<file path="src/sv/hcb_ram.sv">
// generic single write, single read ram with registered read data
// no dependencies
module hcb_ram #(
  parameter int W = 8,
  parameter int D = 256
) (
  input  logic                 clk,
  input  logic                 we,
  input  logic [$clog2(D)-1:0] waddr,
  input  logic [W-1:0]         wdata,
  input  logic [$clog2(D)-1:0] raddr,
  output logic [W-1:0]         rdata
);

  logic [W-1:0] mem [D];

  // write port
  always_ff @(posedge clk) begin
    if (we) begin
      mem[waddr] <= wdata;
    end
  end

  // registered read port
  always_ff @(posedge clk) begin
    rdata <= mem[raddr];
  end

endmodule

</file>
<file path="config.mk">
export PLATFORM = sky130hd
export DESIGN_NAME = hcb_ram
export DESIGN_NICKNAME = d
export VERILOG_FILES = /design/src/sv/hcb_ram.sv
export SDC_FILE = /design/constraint.sdc
export NUM_CORES = 2
export LEC_CHECK = 0
export ABC_AREA = 1
export BUFFER_PORTS_ARGS = -buffer_cell sky130_fd_sc_hd__buf_2
export CELL_PAD_IN_SITES_DETAIL_PLACEMENT = 0
export CELL_PAD_IN_SITES_GLOBAL_PLACEMENT = 1
export CORE_MARGIN = 5
export CORE_UTILIZATION = 39
export CTS_BUF_LIST = sky130_fd_sc_hd__clkbuf_16
export CTS_CLUSTER_DIAMETER = 150
export DETAILED_ROUTE_END_ITERATION = 8
export GPL_ROUTABILITY_DRIVEN = 0
export PLACE_DENSITY_LB_ADDON = 0.1
export SYNTH_ARGS = -nofsm -noshare
export SYNTH_HDL_FRONTEND = slang
export SYNTH_SLANG_ARGS = --single-unit
</file>
<file path="constraint.sdc">
create_clock -name clk -period 3.8 [get_ports clk]
set_input_delay 0.38 -clock clk [delete_from_list [all_inputs] [get_ports clk]]
set_output_delay 0.38 -clock clk [all_outputs]
set_load 0.03 [all_outputs]
</file>
### After elaboration in Yosys (flattened, before gate mapping)

Memories as Yosys holds them, arrays and structs flattened. A register that Yosys moved wholly into a read port is not among the register bits.
Index checks and enable logic that the tools add are counted.

| cells by class | value |
|---|---|
| muxes and demuxes | 2 |

Operator list:

| operator | count |
|---|---|
| $mux 1 | 2 |

| word-level totals | value |
|---|---|
| bits in registers | 0 |
| bits in writable memories | 2,048 |
| output and inout port bits | 8 |
| memories kept | 1 |
| word-level logic and storage cells | 3 |

Memories:

| name | words | width | rd ports | clocked after memory_dff | write ports | RTL line | source |
|---|---|---|---|---|---|---|---|
| mem | 256 | 8 | 1 | 1 | 1 | 15 | `logic [W-1:0] mem [D];` |

### Depth between registers and ports, before layout

| logic depth | value |
|---|---|
| depth in word-level cells | 2 |
| mapped depth | 15 |
| mapped depth without buffers | 11 |

### Worst setup path after synthesis

Ideal clock, no wire load.

| timing path | value |
|---|---|
| path kind | in2reg |
| start point | input port we |
| end point | memory mem[162][0], enable pin |
| stages on the path | 4 |
| slack | 1,929 ps |
| data arrival time | 1,501 ps |
| setup time | 370 ps |
| buffers on the path | 2 |
| path through | clkbuf_1 -> nand3_1 -> clkbuf_1 -> nor2_1 |

| on the way | value |
|---|---|
| word-level cells in the longest chain between the ends | 2 |

Ends and longest elaborated chain:

| item | RTL line | source |
|---|---|---|
| start, declared | 8 | `input logic we,` |
| $mux 1 | 19 | `if (we) begin` |
| $mux 1 (implied by the code) | 20 | `mem[waddr] <= wdata;` |
| end, declared | 15 |  |

Every way passes these cells.

==> impl_metrics.tcl <==
set metrics [dict create \
    status "completed" \
    fin_worst_skew_ns 0.02443 \
    syn_to_final_growth_pct 14.56 \
    first_iter_violations 5188 \
    p_sw_w 0.01136 \
    slowest_delay_ns 0.32 \
    clk_pin_slew_worst_paths_ns 0.06 \
    synth.avg_cell_area_sq_um 11.91 \
    overflow 0 \
    period_needed_ns 2.343 \
    vias 54484 \
    die_w_um 472.4 \
    synth_warnings 0 \
    layout-drive-gt1-share_pct 10.06 \
    start_util_pct 39.24 \
    cp_common_cell "nand3_1" \
    grtUsageTotal_pct 23.27 \
    ant_nets 0 \
    rsz0062_at_grt "no" \
    hp-class "input pin to flop" \
    finalCritPeriodShare_pct 61.65 \
    netlist_area_sq_um 83400 \
    seqPwrFrac_pct 51.2 \
    tns_ns 0 \
    cts_setup_buffers 0 \
    slowest_stage "inv_16" \
    clk_latency_ns 0.86 \
    cts_buffers 222 \
    cts_tree "yes" \
    ys.flop_type "edfxtp_1" \
    post-dp-hpwl_um 156200 \
    core_sq_um 212500 \
    die_h_um 472.4 \
    pwr-share-clk_pct 42.5 \
    critPathKind "input pin to flop" \
    power_frac_comb_pct 6.3 \
    slew_violations 0 \
    grt_antenna_before_repair 12 \
    clkSinkCount 2056 \
    crit_chain "buf_8 -> inv_16 -> buf_12 -> buf_12 -> buf_4 -> nand2_1 -> nand3_1 -> nand3_1 -> nand3_1 -> nand3_1 -> nand3_1 -> nand3_1 -> nand2_1 -> nand2_1 -> nand2_1" \
    drc 0 \
    p_leak_nw 33.66 \
    ioPinCount 34 \
    clock.fmax_ghz 0.4268 \
    maxCapViolations 0 \
    synth.area.top_cells "edfxtp_1, nand3_1, nand2_1" \
    synth-edff-count 2048 \
    intPower_w 0.03753 \
    synth_top_area_share_pct 73.74 \
    root_buffer "clkbuf_16" \
    synth_seq_cells 2056 \
    seq_area_frac_synth_pct 73.94 \
    fp-row-count 169 \
    fill_cells 19660 \
    dieArea_sq_um 223200 \
    start_kind "input pin" \
    required_ns 4.60 \
    dp.cells 9765 \
    end_kind "flop" \
    arrival_ns 3.14 \
    cts_htree_levels 4 \
    syn_nets 7029 \
    crit_buf_inv 5 \
    wl_per_cell_um 25.90 \
    p_per_area_nw_per_um2 511.8 \
    portBuffers 33 \
    synth_cell_types 14 \
    grt_max_degree 148 \
    nets 7199 \
    max-slew-margin-rel_pct 19.39 \
    path_delay_family "simple AND/OR/NAND/NOR gates" \
    hold_viol 0 \
    synth_most_common_cell "nand2_1" \
    path_max_fanout 82 \
    dr.pass1.iters 6 \
    cts.path.max_buffers 3 \
    setup_violations 0 \
    vias_per_cell 5.353 \
    grt_pass1_vias 52694 \
    ys_async_sr_fraction_pct 0 \
    syn_inst 7003 \
    vdd.ir_drop.worst_mv 0.5034 \
    routed_wl_um 263600 \
    grt_pass1_wl_um 382700 \
    stdcell_count 10179 \
    synthTopCellsByCount "nand2_1, edfxtp_1, nand3_1, nor2_1, buf_2" \
    yosys.area.top_type "edfxtp_1" \
    tightest_slew_ns 1.205 \
    switching_share_pct 23.24 \
]
[what timing repair did]
item                      CTS  global route
resized for setup           0             0
hold buffers                5             0
hold endpoints to repair  113             0
[per-layer routing]
metal  wire length (um)  global-route usage, %  up-vias  part of all wire [%]
li1                   -                      -    25237                     -
met1             119900                  33.56    27554                    46
met2             125200                  37.73     1371                    47
met3              11950                  2.723      320                   4.5
met4               6527                  6.065        2                   2.5
met5                 20                      0        -                0.0076
[worst paths after layout]
path / from / slack (ns) / to / cells past startpoint
worst min-delay path: wdata[0] / 0.04 / mem[250][0]$_DFFE_PP_ / 1
worst min register to register: mem[133][2]$_DFFE_PP_ / 1.00 / rdata[2]$_DFF_P_ / 10
worst max register to register: mem[7][0]$_DFFE_PP_ / 1.79 / rdata[0]$_DFF_P_ / 10
worst max-delay path: raddr[0] / 1.46 / rdata[4]$_DFF_P_ / 15
[area by class of cell]
cell class / instances / area, sq um / area share [%]
flip-flops and latches: 2056 / 61660 / 64.54
clock buffers: 226 / 5655 / 5.920
clock inverters: 178 / 1264 / 1.323
repair buffers: 429 / 4058 / 4.247
inverters: 39 / 182.7 / 0.1912
multi-input cells: 4425 / 19180 / 20.07
well taps: 2821 / 3530 / 3.695
diodes: 5 / 12.51 / 0.01310
[metrics by stage]
stage                     setup WS, ns  power [W]  area, sq um  utilization (%)  hold slack, ns
after floorplan                  1.929    0.02706        83400                -          0.4789
after global placement          0.6281    0.02865        88550            41.67          0.8639
after detailed placement        0.6528    0.02865        88550            41.67          0.8772
after CTS                        1.486    0.04940        95520            44.95         0.01073
after global routing             1.439    0.05062        95530            44.96         0.03712
final                            1.457    0.04889        95540            44.96         0.03644
[power groups by stage]
stage,Clock (W),Sequential [W],Combinational (W)
after floorplan,0,0.0255,0.00154
after global placement,0,0.0255,0.00312
after detailed placement,0,0.0255,0.00312
after CTS,0.0212,0.0250,0.00314
after global routing,0.0222,0.0250,0.00335
final,0.0208,0.0250,0.00309
[flip-flops by register name, indices dropped and copies added, names as in the netlist]
signal / cells
mem: 2048
rdata: 8
[placed cells by master, fill, tap and decap left out, types with 8 or more instances in the layout]
master,n
nor2_1,283
clkbuf_16,226
buf_8,11
clkinv_1,54
bufinv_16,16
buf_2,20
buf_4,329
edfxtp_1,2048
dfxtp_1,8
inv_6,8
clkinv_2,37
nand2_1,2107
nand3_1,2019
nand2_2,16
buf_12,63
inv_1,89
[cells by family (layout without fill, tap and decap cells)]
| group | Yosys count | in the layout | synth area share [%] |
|---|---|---|---|
| AND/OR/NAND/NOR | 4425 | 4425 | 22.95 |
| other | 0 | 5 | 0 |
| flip-flops | 2056 | 2056 | 73.94 |
| buffers and inverters | 522 | 872 | 3.119 |
No activity file was read; power rests on OpenSTA's default activity.
